$ cat config.mk
export PLATFORM = sky130hd
export DESIGN_NAME = cursor_linked_job_queue
export DESIGN_NICKNAME = d
export VERILOG_FILES = /design/src/rtl/cljq_pkg.sv /design/src/rtl/cljq_datapath.sv /design/src/rtl/cljq_ctrl.sv /design/src/rtl/cursor_linked_job_queue.sv
export SDC_FILE = /design/constraint.sdc
export NUM_CORES = 1
export LEC_CHECK = 0
export BUFFER_PORTS_ARGS = -buffer_cell sky130_fd_sc_hd__clkbuf_2
export CORE_ASPECT_RATIO = 0.75
export CORE_MARGIN = 3
export CORE_UTILIZATION = 60
export DETAILED_ROUTE_END_ITERATION = 6
export PLACE_DENSITY_LB_ADDON = 0.12
export SLEW_MARGIN = 30
export SYNTH_ARGS = -nofsm -noshare
export SYNTH_HDL_FRONTEND = slang
export SYNTH_SLANG_ARGS = --single-unit
$ cat constraint.sdc
create_clock -name clk_i -period 9.2 [get_ports clk_i]
set_clock_uncertainty 0.05 [all_clocks]
set_input_delay 1.84 -clock clk_i [delete_from_list [all_inputs] [get_ports clk_i]]
set_output_delay 1.84 -clock clk_i [all_outputs]
set_load 0.02 [all_outputs]
$ cat src/rtl/cljq_pkg.sv
// shared types and constants for the cursor linked job queue
`timescale 1ns / 1ps
package cljq_pkg;
  localparam int unsigned SlotN  = 16;
  localparam int unsigned SlotW  = 4;
  localparam int unsigned CountW = 5;
  localparam int unsigned DataW  = 32;

  typedef enum logic [3:0] {
    MODE_APPEND = 4'd0,
    MODE_REMOVE = 4'd1,
    MODE_DELETE = 4'd2,
    MODE_NEXT   = 4'd3,
    MODE_PREV   = 4'd4,
    MODE_FIRST  = 4'd5,
    MODE_LAST   = 4'd6,
    MODE_READ   = 4'd7,
    MODE_WRITE  = 4'd8
  } mode_e;

  typedef struct packed {
    logic load;     // capture transaction, start link reads
    logic execute;  // apply the operation
  } cmd_t;
endpackage

$ cat src/rtl/cljq_datapath.sv
// slot pool, link memories, free stack and result register
`timescale 1ns / 1ps
module cljq_datapath (
  input  logic                            clk_i,
  input  logic                            rst_ni,
  input  cljq_pkg::cmd_t                  cmd_i,
  input  logic [3:0]                      mode_i,
  input  logic [cljq_pkg::DataW-1:0]      word_i,
  input  logic [cljq_pkg::CountW-1:0]     capacity_i,
  output logic                            ok_o,
  output logic [cljq_pkg::DataW-1:0]      job_out_o,
  output logic [cljq_pkg::CountW-1:0]     count_o,
  output logic                            full_o,
  output logic                            empty_o
);
  localparam int unsigned SW = cljq_pkg::SlotW;
  localparam int unsigned CW = cljq_pkg::CountW;

  logic [cljq_pkg::DataW-1:0] pay_mem [cljq_pkg::SlotN];
  logic [SW-1:0] next_mem [cljq_pkg::SlotN];
  logic [SW-1:0] prev_mem [cljq_pkg::SlotN];
  logic [SW-1:0] free_mem [cljq_pkg::SlotN];

  logic [CW-1:0] free_top_q, count_q;
  logic [SW-1:0] head_q, tail_q, cursor_q;
  logic [3:0] mode_q;
  logic [cljq_pkg::DataW-1:0] word_q;
  // registered reads
  logic [SW-1:0] cur_next_q, cur_prev_q, head_next_q, free_slot_q;
  logic [cljq_pkg::DataW-1:0] cur_pay_q;
  logic sweep_q;
  logic [SW-1:0] sweep_ix_q;

  logic [CW-1:0] ucap;
  logic has, can_app;
  assign ucap    = (capacity_i > CW'(cljq_pkg::SlotN)) ? CW'(cljq_pkg::SlotN) : capacity_i;
  assign has     = count_q != '0;
  assign can_app = (count_q < ucap) && (free_top_q != '0);

  // reset fills the free stack over a sweep; free_top starts full and the
  // controller takes no input until the sweep ends, so no pop comes before it
  always_ff @(posedge clk_i) begin
    if (cmd_i.load) begin
      mode_q      <= mode_i;
      word_q      <= word_i;
      cur_next_q  <= next_mem[cursor_q];
      cur_prev_q  <= prev_mem[cursor_q];
      head_next_q <= next_mem[head_q];
      cur_pay_q   <= pay_mem[cursor_q];
      free_slot_q <= free_mem[SW'(free_top_q - 1'b1)];
    end
  end

  logic rel;
  logic [SW-1:0] rel_slot;
  always_comb begin
    rel = 1'b0;
    rel_slot = cursor_q;
    if (cmd_i.execute && has) begin
      if (mode_q == cljq_pkg::MODE_REMOVE) begin
        rel = 1'b1;
        rel_slot = head_q;
      end else if (mode_q == cljq_pkg::MODE_DELETE) begin
        rel = 1'b1;
      end
    end
  end

  always_ff @(posedge clk_i) begin
    if (sweep_q) begin
      free_mem[sweep_ix_q] <= SW'(cljq_pkg::SlotN - 1) - sweep_ix_q;
    end else if (rel && free_top_q < CW'(cljq_pkg::SlotN)) begin
      free_mem[SW'(free_top_q)] <= rel_slot;
    end
  end

  always_ff @(posedge clk_i or negedge rst_ni) begin
    if (!rst_ni) begin
      sweep_q    <= 1'b1;
      sweep_ix_q <= '0;
    end else if (sweep_q) begin
      sweep_ix_q <= sweep_ix_q + 1'b1;
      if (sweep_ix_q == SW'(cljq_pkg::SlotN - 1)) sweep_q <= 1'b0;
    end
  end

  // link and payload writes
  always_ff @(posedge clk_i) begin
    if (cmd_i.execute) begin
      case (mode_q)
        cljq_pkg::MODE_APPEND: begin
          if (can_app) begin
            pay_mem[free_slot_q] <= word_q;
            if (!has) begin
              next_mem[free_slot_q] <= free_slot_q;
              prev_mem[free_slot_q] <= free_slot_q;
            end else begin
              prev_mem[free_slot_q] <= tail_q;
              next_mem[free_slot_q] <= head_q;
              prev_mem[head_q]      <= free_slot_q;
              next_mem[tail_q]      <= free_slot_q;
            end
          end
        end
        cljq_pkg::MODE_REMOVE: begin
          if (count_q > CW'(1)) begin
            prev_mem[head_next_q] <= tail_q;
            next_mem[tail_q]      <= head_next_q;
          end
        end
        cljq_pkg::MODE_DELETE: begin
          if (count_q > CW'(1)) begin
            prev_mem[cur_next_q] <= cur_prev_q;
            next_mem[cur_prev_q] <= cur_next_q;
          end
        end
        cljq_pkg::MODE_WRITE: begin
          if (has) pay_mem[cursor_q] <= word_q;
        end
        default: ;
      endcase
    end
  end

  logic ok_d;
  logic [cljq_pkg::DataW-1:0] rd_d;
  logic [CW-1:0] count_d, top_d;
  logic [SW-1:0] head_d, tail_d, cursor_d;
  always_comb begin
    ok_d = 1'b0; rd_d = '0;
    count_d = count_q; top_d = free_top_q;
    head_d = head_q; tail_d = tail_q; cursor_d = cursor_q;
    if (rel && free_top_q < CW'(cljq_pkg::SlotN)) top_d = free_top_q + 1'b1;
    case (mode_q)
      cljq_pkg::MODE_APPEND: if (can_app) begin
        ok_d = 1'b1; top_d = free_top_q - 1'b1;
        if (!has) head_d = free_slot_q;
        tail_d = free_slot_q; cursor_d = free_slot_q; count_d = count_q + 1'b1;
      end
      cljq_pkg::MODE_REMOVE: if (has) begin
        ok_d = 1'b1;
        if (count_q == CW'(1)) begin
          head_d = '0; tail_d = '0; cursor_d = '0; count_d = '0;
        end else begin
          head_d = head_next_q; cursor_d = head_next_q; count_d = count_q - 1'b1;
        end
      end
      cljq_pkg::MODE_DELETE: if (has) begin
        ok_d = 1'b1;
        if (count_q == CW'(1)) begin
          head_d = '0; tail_d = '0; cursor_d = '0; count_d = '0;
        end else begin
          if (cursor_q == head_q) head_d = cur_next_q;
          if (cursor_q == tail_q) tail_d = cur_prev_q;
          cursor_d = cur_next_q; count_d = count_q - 1'b1;
        end
      end
      cljq_pkg::MODE_NEXT:  if (has) begin ok_d = 1'b1; cursor_d = cur_next_q; end
      cljq_pkg::MODE_PREV:  if (has) begin ok_d = 1'b1; cursor_d = cur_prev_q; end
      cljq_pkg::MODE_FIRST: if (has) begin ok_d = 1'b1; cursor_d = head_q; end
      cljq_pkg::MODE_LAST:  if (has) begin ok_d = 1'b1; cursor_d = tail_q; end
      cljq_pkg::MODE_READ:  if (has) begin ok_d = 1'b1; rd_d = cur_pay_q; end
      cljq_pkg::MODE_WRITE: if (has) ok_d = 1'b1;
      default: ;
    endcase
  end

  always_ff @(posedge clk_i or negedge rst_ni) begin
    if (!rst_ni) begin
      free_top_q <= CW'(cljq_pkg::SlotN);
      count_q <= '0; head_q <= '0; tail_q <= '0; cursor_q <= '0;
    end else if (cmd_i.execute) begin
      free_top_q <= top_d; count_q <= count_d;
      head_q <= head_d; tail_q <= tail_d; cursor_q <= cursor_d;
    end
  end

  always_ff @(posedge clk_i) begin
    if (cmd_i.execute) begin
      ok_o      <= ok_d;
      job_out_o <= rd_d;
      count_o   <= count_d;
      full_o    <= count_d >= ucap;
      empty_o   <= count_d == '0;
    end
  end
endmodule

$ cat src/rtl/cljq_ctrl.sv
// handshake controller for the cursor linked job queue
`timescale 1ns / 1ps
module cljq_ctrl (
  input  logic           clk_i,
  input  logic           rst_ni,
  input  logic           in_valid_i,
  output logic           in_ready_o,
  output logic           out_valid_o,
  input  logic           out_ready_i,
  output cljq_pkg::cmd_t cmd_o
);
  typedef enum logic [1:0] {ST_INIT, ST_IDLE, ST_EXEC} state_e;
  state_e state_q;
  logic [cljq_pkg::SlotW-1:0] init_q;
  logic out_valid_q;

  assign in_ready_o  = (state_q == ST_IDLE) && (!out_valid_q || out_ready_i);
  assign out_valid_o = out_valid_q;
  assign cmd_o.load    = in_valid_i && in_ready_o;
  assign cmd_o.execute = state_q == ST_EXEC;

  always_ff @(posedge clk_i or negedge rst_ni) begin
    if (!rst_ni) begin
      state_q <= ST_INIT; init_q <= '0; out_valid_q <= 1'b0;
    end else begin
      if (out_valid_q && out_ready_i) out_valid_q <= 1'b0;
      case (state_q)
        ST_INIT: begin
          init_q <= init_q + 1'b1;
          if (init_q == cljq_pkg::SlotW'(cljq_pkg::SlotN - 1)) state_q <= ST_IDLE;
        end
        ST_IDLE: if (cmd_o.load) state_q <= ST_EXEC;
        ST_EXEC: begin
          out_valid_q <= 1'b1;
          state_q <= ST_IDLE;
        end
        default: state_q <= ST_IDLE;
      endcase
    end
  end
endmodule

$ cat src/rtl/cursor_linked_job_queue.sv
// top level of the cursor linked job queue
// result: tvalid is registered and rises after the exec state that follows
// the input transaction, once the result register has been written
// flow: the next transaction waits for the link read then write of the last
// one and for its result to be taken; reset: asynchronous active low; a free
// stack fill follows reset, during which no input is taken; capacity resets to 1
`timescale 1ns / 1ps
module cursor_linked_job_queue (
  input  logic        clk_i,
  input  logic        rst_ni,
  input  logic        cfg_we_i,
  input  logic [4:0]  cfg_wdata_i,
  input  logic        s_axis_tvalid,
  output logic        s_axis_tready,
  input  logic [39:0] s_axis_tdata,  // mode[3:0], job_word[35:4], zero pad
  output logic        m_axis_tvalid,
  input  logic        m_axis_tready,
  output logic [39:0] m_axis_tdata   // ok, job_out, entry_count, is_full, is_empty
);
  logic [4:0] capacity_q;
  cljq_pkg::cmd_t cmd;
  logic ok, full, empty;
  logic [31:0] job_out;
  logic [4:0] count;

  always_ff @(posedge clk_i or negedge rst_ni) begin
    if (!rst_ni) capacity_q <= 5'd1;
    else if (cfg_we_i) capacity_q <= cfg_wdata_i;
  end

  cljq_ctrl u_ctrl (
    .clk_i, .rst_ni,
    .in_valid_i(s_axis_tvalid), .in_ready_o(s_axis_tready),
    .out_valid_o(m_axis_tvalid), .out_ready_i(m_axis_tready),
    .cmd_o(cmd)
  );

  cljq_datapath u_dp (
    .clk_i, .rst_ni, .cmd_i(cmd),
    .mode_i(s_axis_tdata[3:0]), .word_i(s_axis_tdata[35:4]),
    .capacity_i(capacity_q),
    .ok_o(ok), .job_out_o(job_out), .count_o(count), .full_o(full), .empty_o(empty)
  );

  assign m_axis_tdata = {empty, full, count, job_out, ok};
endmodule

==> parameters.txt, run 1 <==
Parameter                              Value

Synth
  Post-synthesis cell type count    slightly below 80
  Synthesized flop and latch total    867
  Async set or reset register ratio after synthesis    between 4 and 5%
  Dominant cells by area after synthesis    sky130_fd_sc_hd__edfxtp_1 68%, sky130_fd_sc_hd__mux4_2 15%, sky130_fd_sc_hd__dfrtp_1 2.5%, sky130_fd_sc_hd__mux2i_1 2.0%, sky130_fd_sc_hd__o22a_1 1.6%
  Post-synth design cell area    approximately 37,000 um^2
  Portion of the post-synthesis area used by sequential elements    roughly 71%
  Count of yosys warnings during synthesis    0
  Average cell area after synthesis    19.1 um^2
  Synthesized instance count    between 1,500 and 2,000
  Post-synth top area share    68.0%
  Number of enable-type register cells in the synthesized netlist    just over 800
  Net count after synthesis    around 2,000
  Library cell with the largest summed area after synthesis    sky130_fd_sc_hd__edfxtp_1
  Primary flip-flop cell chosen by synthesis mapping    sky130_fd_sc_hd__edfxtp_1

Floorplanning
  I/O pin count    92
  Width of the chip    ~290 um
  Die Footprint    about 64,000 um^2
  Floorplan die height    approximately 220 um
  Initial core utilization    ~60%
  Standard cell core area    between 50,000 and 60,000 um^2
  Number of rows created at floorplan    between 70 and 80

Power
  Portion of total power attributed to combinational logic    21.4%
  Share of total power in sequential cells    a little under half
  Share of total power consumed by net switching    between 20% and 30%
  Lkg Pwr    between 10 and 15 nW
  Internal power    between 0.007 and 0.008 W
  Portion of total power attributed to the clock network    between 30% and 40%
  Power density over the cells    ~260 nW/um^2
  Net Sw Power    between 0.002 and 0.003 W
  Overall power consumption    0.0106 W
  Worst IR drop on VDD    0.170 mV

Timing
  Actual slew at the worst max-slew pin    around 1.0 ns
  RSZ-0062 raised after global routing    false
  Crit path time final    4.38 ns
  Maximum clock rate    approximately 230 MHz
  Count of final max-slew check failures    0
  Final TNS setup    0 ns
  Worst Setup Slack, final    between 4 and 5 ns
  Final hold violations    0
  Worst relative slew slack    between 30% and 40%
  Number of setup violations in the final report    0
  Tcrit/Tclk final    a little under half
  Hold WS    ~0.43 ns

Clock tree
  Post-CTS Setup Inserts    0
  Post-CTS Hold Buffers    0
  Number of sinks driven by the clock tree    a little under 900
  CTS Buf Count    80
  Clock transition at the registers of the reported paths    around 0.06 ns
  Clock latency on the worst-skew pair    0.63 ns
  Number of gates resized after CTS    0
  Clock tree from TritonCTS    yes
  H-tree lvl count    3
  Max clock buf depth    3
  Clock root buffer    sky130_fd_sc_hd__clkbuf_16

Drt
  Average via count per standard cell    a little under 7
  Number of search-and-repair iterations in the first detailed-routing pass    5
  Total via count in the routed design    19,338
  Residual DRC    0
  Drt total wl    ~84 mm
  Wire per inst    around 30 um
  Count of nets left with antenna violations after detail routing    0
  Initial DRC Count    ~2,500

Final layout
  Layout cell share with drive strength beyond 1    27.9%
  Final nets    2,064
  Number of diodes added for antenna fixing    0
  Layout Area Growth over Synthesis    10.7%
  Layout filler cell count    roughly 3,800

Run status
  Status    finished clean

Worst setup path
  Data arrival, critical path    2.49 ns
  Critical path class    input pin to output pin
  Startpoint types    input pin
  Maximum fanout count along the critical path    3
  Required arrival time at the worst endpoint    between 7 and 8 ns
  Kind of capture point of the worst setup path    output pin

Global route
  Antenna violations before repair    1
  Pin count of the biggest net entering global routing    65
  Via count of the first global-routing pass    between 15,000 and 20,000
  Global-route usage over all layers    between 20% and 30%
  Wire length of the first global-routing pass    126 mm
  Gr ovfl total    0

Hold path
  Worst hold path type    register to register

Job
  Max-cap violations    0

Place
  Buffers on Ports    slightly below 90
  Placer's final routability congestion estimate    about 0.9
  Post-DP HPWL    between 40 and 50 mm
  Pre-CTS worst setup slack    ~4.8 ns
[cells by family (layout without fill, tap and decap cells)]
kind of cell / after synthesis / in the layout / synth area share [%]
buffers and inverters: 153 / 301 / 1.84
AOI/OAI and AO/OA: 232 / 232 / 4.74
and+or+nand+nor: 296 / 296 / 4.40
xor gates and xnor gates: 19 / 19 / 0.455
DFF: 867 / 867 / 70.7
adders and majority gates: 16 / 16 / 0.540
muxes: 332 / 332 / 17.4
[worst max-delay path, stage by stage]
cell,delay (ns)
sky130_fd_sc_hd__clkbuf_2,0.08
sky130_fd_sc_hd__nor2b_1,0.04
sky130_fd_sc_hd__nor3b_1,0.30
sky130_fd_sc_hd__clkbuf_2,0.24
[flip-flops by register name (all words and copies together), names as in the netlist, 5 cells and up]
| register | cells |
|---|---|
| u_dp.free_top_q | 5 |
| u_dp.cur_pay_q | 32 |
| u_dp.word_q | 32 |
| u_dp.count_q | 5 |
| u_dp.free_mem | 64 |
| u_dp.count_o | 5 |
| u_dp.next_mem | 64 |
| u_dp.job_out_o | 32 |
| capacity_q | 5 |
| u_dp.prev_mem | 64 |
| u_dp.pay_mem | 512 |
[metrics by stage]
step | cells | area, um^2 | util [%]
final | 2853 | 40500 | 67.9
after global routing | 2853 | 40500 | 67.9
after CTS | 2853 | 40500 | 67.9
after detailed placement | 2707 | 37900 | 63.6
after global placement | 2706 | 37900 | 63.5
after floorplan | 1915 | 36600 | -
[power groups by stage]
stage               Sequential [W]  Combinational, W  Clock (W)
finish                     0.00505           0.00227    0.00328
global placement           0.00513           0.00219          0
CTS                        0.00504           0.00227    0.00333
detailed placement         0.00512           0.00225          0
floorplan                  0.00494           0.00177          0
global route               0.00508           0.00243    0.00350
[final cells by class]
class	count	area [um^2]	area share (%)
Clock inverter	53	515	1.27
Timing Repair Buffer	132	796	1.96
Clock buffer	93	2050	5.06
Inverter	23	87.6	0.216
Multi-Input combinational cell	895	10200	25.2
Sequential cell	867	25900	63.8
Tap cell	790	988	2.44
[synthesized netlist by cell type (12+ instances only)]
| cell | number |
|---|---|
| sky130_fd_sc_hd__dfrtp_1 | 36 |
| sky130_fd_sc_hd__mux2i_1 | 74 |
| sky130_fd_sc_hd__a21oi_1 | 33 |
| sky130_fd_sc_hd__nor3_1 | 25 |
| sky130_fd_sc_hd__ha_1 | 15 |
| sky130_fd_sc_hd__a31oi_1 | 13 |
| sky130_fd_sc_hd__o22a_1 | 66 |
| sky130_fd_sc_hd__o21bai_1 | 21 |
| sky130_fd_sc_hd__nand2_1 | 59 |
| sky130_fd_sc_hd__buf_2 | 16 |
| sky130_fd_sc_hd__edfxtp_1 | 828 |
| sky130_fd_sc_hd__and2_1 | 35 |
| sky130_fd_sc_hd__inv_1 | 21 |
| sky130_fd_sc_hd__clkbuf_1 | 76 |
| sky130_fd_sc_hd__buf_1 | 22 |
| sky130_fd_sc_hd__mux4_2 | 240 |
| sky130_fd_sc_hd__o21ai_0 | 33 |
| sky130_fd_sc_hd__and3_1 | 12 |
| sky130_fd_sc_hd__nor2b_1 | 14 |
| sky130_fd_sc_hd__xnor2_1 | 12 |
| sky130_fd_sc_hd__nor2_1 | 81 |
| sky130_fd_sc_hd__mux2_2 | 16 |
[placed cells by master (no fill, tap or decap), types with 18 or more instances in the layout]
| cell | n |
|---|---|
| sky130_fd_sc_hd__clkbuf_16 | 80 |
| sky130_fd_sc_hd__a21oi_1 | 33 |
| sky130_fd_sc_hd__mux2i_1 | 73 |
| sky130_fd_sc_hd__clkinv_2 | 18 |
| sky130_fd_sc_hd__inv_1 | 20 |
| sky130_fd_sc_hd__o21bai_1 | 21 |
| sky130_fd_sc_hd__nand2_1 | 59 |
| sky130_fd_sc_hd__o22a_1 | 66 |
| sky130_fd_sc_hd__clkbuf_2 | 86 |
| sky130_fd_sc_hd__o21ai_0 | 33 |
| sky130_fd_sc_hd__edfxtp_1 | 828 |
| sky130_fd_sc_hd__clkinv_1 | 18 |
| sky130_fd_sc_hd__dfrtp_1 | 33 |
| sky130_fd_sc_hd__nor3_1 | 24 |
| sky130_fd_sc_hd__and2_1 | 34 |
| sky130_fd_sc_hd__buf_4 | 42 |
| sky130_fd_sc_hd__nor2_1 | 65 |
| sky130_fd_sc_hd__mux4_2 | 240 |
[per-layer routing]
layer / track usage (%) / share of wire [%] / vias to the layer above
met5: 0 / 0 / -
met3: 6.84 / 11 / 157
met2: 39.6 / 45 / 1029
li1: - / - / 8074
met1: 41.0 / 42 / 10078
met4: 7.00 / 2.3 / 0
[worst paths after layout]
kind / start / endpoint / slack, ns / depth (start not counted)
setup / recovery: m_axis_tready / s_axis_tready / 4.82 / 4
hold / removal: u_ctrl.init_q[3] / u_ctrl.init_q[3] / 0.43 / 1
setup reg to reg: capacity_q[4] / u_dp.next_mem[13][1] / 4.82 / 9
hold reg to reg: u_ctrl.init_q[3] / u_ctrl.init_q[3] / 0.43 / 1
max in group asynchronous: rst_ni / u_dp.cursor_q[0] / 7.45 / 1
min in group asynchronous: rst_ni / u_dp.count_q[2] / 1.19 / 1
Power figures use the tool's default switching activity.
==> run 2: changes to the inputs <==
- CORE_UTILIZATION: 60 -> 56
- clock period: 9.2 -> 3.8 ns (I/O delays scaled with it)
==> run 2 against run 1 <==
Against the previous run: global-route usage is 1.4 points lower; sequential share of layout area is 1.6 points lower; via count is 1.1% higher; utilization is 3.2 points lower; combinational power grew to 2.6 times the previous value; clock-buffer cell count is 6 higher; routed wire length is 0.87% higher; register-to-register slack worse by 4.6 ns; critical path type is now register to register; largest power group unchanged.
==> parameters.txt, run 2 (synthesis gave the netlist of run 1 again) <==
Parameter                              Value

Drt
  Initial DRC Count    2,640 (+3.6%)
  Average via count per standard cell    6.53 (-3.7%)
  Count of nets left with antenna violations after detail routing    0 (unchanged)
  Number of search-and-repair iterations in the first detailed-routing pass    6 (+1)
  Residual DRC    0 (unchanged)
  Drt total wl    85.0 mm (+0.87%)
  Wire per inst    28.4 um (-3.9%)
  Total via count in the routed design    19,557 (+1.1%)

Place
  Buffers on Ports    87 (unchanged)
  Placer's final routability congestion estimate    0.941 (+4.5%)
  Dpl cells    2,844 (+5.1%)
  Post-DP HPWL    49.7 mm (+5.9%)

Worst setup path
  Cell family contributing the most delay on the critical path    compound AO/OA/AOI/OAI gates
  Data arrival, critical path    3.95 ns (+1.46 ns)
  Maximum fanout count along the critical path    5 (+2)
  Critical path class    register to register
  Launching point of the worst reg2reg path    capacity_q[4]
  RR Endpoint    u_dp.full_o
  Sequence of cells on the critical path    inv_2 > nand2_1 > ha_1 > o21ai_1 > o221ai_2 > nor3_4 > nor3_1 > a31o_2 > ha_1 > nand2b_1 > a21o_1 > a21o_1 > maj3_1 > a21o_1
  Slowest-stage cell, CP    sky130_fd_sc_hd__dfrtp_1
  Kind of capture point of the worst setup path    register
  Crit path buffers/inverters    1 (-1)
  Depth of the worst register-to-register path    14 (+5)
  Worst-case register-to-register setup slack    0.19 ns (-4.63 ns)
  Slowest Stage Delay on Critical Path    0.40 ns (+0.10 ns)
  Worst path most repeated cell    sky130_fd_sc_hd__a21o_1
  Required arrival time at the worst endpoint    4.14 ns (-3.17 ns)
  Startpoint types    register

Timing
  RSZ-0062 raised after global routing    false
  Hold WS    0.123 ns (-0.311 ns)
  Final hold violations    0 (unchanged)
  Tcrit/Tclk final    between 90% and 100%
  Crit path time final    3.61 ns
  Final TNS setup    0 ns (unchanged)
  Count of final max-slew check failures    0 (unchanged)
  Actual slew at the worst max-slew pin    0.972 ns (-0.0483 ns)
  Worst relative slew slack    35.2% (+3.2 points)
  Maximum clock rate    roughly 280 MHz
  Number of setup violations in the final report    0 (unchanged)

Global route
  Wire length of the first global-routing pass    128 mm (+1.5%)
  Via count of the first global-routing pass    19,565 (+0.56%)
  Pin count of the biggest net entering global routing    52 (-20%)
  Global-route usage over all layers    25.6% (-1.4 points)
  Gr ovfl total    0 (unchanged)
  Antenna violations before repair    1 (unchanged)

Run status
  Status    finished clean

Clock tree
  CTS Buf Count    82 (+2.5%)
  Clock latency on the worst-skew pair    0.63 ns (about the same)
  Clock transition at the registers of the reported paths    0.07 ns (about the same)
  Number of sinks driven by the clock tree    867 (unchanged)
  Max clock buf depth    3 (unchanged)
  Clock root buffer    sky130_fd_sc_hd__clkbuf_16
  H-tree lvl count    3 (unchanged)
  Clock tree from TritonCTS    yes

Power
  Lkg Pwr    13.8 nW (+3.4%)
  Portion of total power attributed to combinational logic    22.3% (+0.9 points)
  Share of total power consumed by net switching    28.0% (+0.031 points)
  Net Sw Power    0.00732 W (+150%)
  Power density over the cells    629 nW/um^2 (+140%)
  Internal power    0.0188 W (+150%)
  Share of total power in sequential cells    47.0% (-0.7 points)
  Portion of total power attributed to the clock network    30.7% (-0.2 points)
  Worst IR drop on VDD    0.405 mV (+140%)

Floorplanning
  Floorplan die height    227 um (+3.4%)
  Standard cell core area    64,200 um^2 (+7.6%)
  I/O pin count    92 (unchanged)
  Width of the chip    301 um (+3.4%)
  Die Footprint    68,500 um^2 (+7.0%)
  Number of rows created at floorplan    80 (+3.9%)
  Initial core utilization    57.0% (-4.3 points)

Final layout
  Most common library cell in the layout ignoring fill and taps    sky130_fd_sc_hd__edfxtp_1
  Number of flip-flops in the largest register    512 (unchanged)
  Final Non-Filler Cells    2,995 (+5.0%)
  Number of diodes added for antenna fixing    0 (unchanged)
  Final nets    2,133 (+3.3%)
  Register name with the most flops    u_dp.pay_mem
  Top library cells by usage in the layout, fill and taps aside    828 x sky130_fd_sc_hd__edfxtp_1, 240 x sky130_fd_sc_hd__mux4_2, 86 x sky130_fd_sc_hd__clkbuf_2
  Layout Area Growth over Synthesis    13.6%
  Layout cell share with drive strength beyond 1    30.2% (+2.3 points)

Hold path
  Worst hold path type    input pin to async pin

Job
  Max-cap violations    0 (unchanged)
==> run 2: cell types whose count changed in the layout (fill, tap and decap cells not counted), sizes merged <==
cell	previous run	this run
clkinv	38	44
clkbuf	180	186
inv	28	22
bufinv	8	6
buf	45	112
==> run 2: what timing repair did <==
action	CTS	global route
hold buffers	0	0
endpoints found under the setup margin	1	21
setup buffers	0	1
pin swaps	0	4
gates resized for setup	1	8
==> run 2: per-layer routing <==
metal | global-route usage (%) | wire [um]
met1 | 40.4 | 36900
met3 | 5.47 | 8620
met5 | 0 | 0
met2 | 37.2 | 37900
met4 | 5.81 | 1560
==> run 2: area by class of cell <==
| class | instances | area (um^2) |
|---|---|---|
| Fill cell | 4356 | 22600 |
| Timing Repair Buffer | 199 | 1620 |
| Tap cell | 861 | 1080 |
| Sequential cell | 867 | 25900 |
| Clock buffer | 99 | 2180 |
| Inverter | 23 | 87.6 |
| Clock inverter | 51 | 467 |
| Multi-Input combinational cell | 895 | 10300 |
==> run 2: metrics by stage <==
| stage | cell area (um^2) | power, W | utilization, % | setup slack, ns |
|---|---|---|---|---|
| finish | 41500 | 0.0261 | 64.7 | 0.189 |
| global route | 41500 | 0.0271 | 64.7 | 0.00627 |
| CTS | 41500 | 0.0262 | 64.7 | 0.0191 |
| detailed placement | 38800 | 0.0182 | 60.5 | -0.0685 |
| global placement | 38800 | 0.0181 | 60.5 | 0.00716 |
| floorplan | 36600 | 0.0162 | - | -0.218 |
==> run 2: worst max path at each step <==
stage | start | slack [ns] | to | cells after the start
global route | capacity_q[4] | 0.006 | u_dp.full_o | 14
global placement | capacity_q[4] | 0.007 | u_dp.full_o | 14
CTS | capacity_q[4] | 0.02 | u_dp.full_o | 14
floorplan | capacity_q[4] | -0.22 | u_dp.pay_mem[11][0] | 9
finish | capacity_q[4] | 0.19 | u_dp.full_o | 14
detailed placement | capacity_q[4] | -0.07 | u_dp.full_o | 14
==> run 2: worst reg2reg max path, cell delays in order (launching register included) <==
cell and delay, ns:
sky130_fd_sc_hd__dfrtp_1 0.40, sky130_fd_sc_hd__inv_2 0.11, sky130_fd_sc_hd__nand2_1 0.09, sky130_fd_sc_hd__ha_1 0.29, sky130_fd_sc_hd__o21ai_1 0.34, sky130_fd_sc_hd__o221ai_2 0.20, sky130_fd_sc_hd__nor3_4 0.26, sky130_fd_sc_hd__nor3_1 0.08
sky130_fd_sc_hd__a31o_2 0.23, sky130_fd_sc_hd__ha_1 0.28, sky130_fd_sc_hd__nand2b_1 0.16, sky130_fd_sc_hd__a21o_1 0.19, sky130_fd_sc_hd__a21o_1 0.18, sky130_fd_sc_hd__maj3_1 0.33, sky130_fd_sc_hd__a21o_1 0.18
==> run 2: power by group through the flow <==
stage          combinational, W  clock, W  sequential, W
2_1_floorplan           0.00428         0         0.0119
3_3_place_gp            0.00574         0         0.0124
3_5_place_dp            0.00580         0         0.0124
4_1_cts                 0.00583   0.00814         0.0122
5_1_grt                 0.00622   0.00854         0.0123
6_report                0.00582   0.00803         0.0123
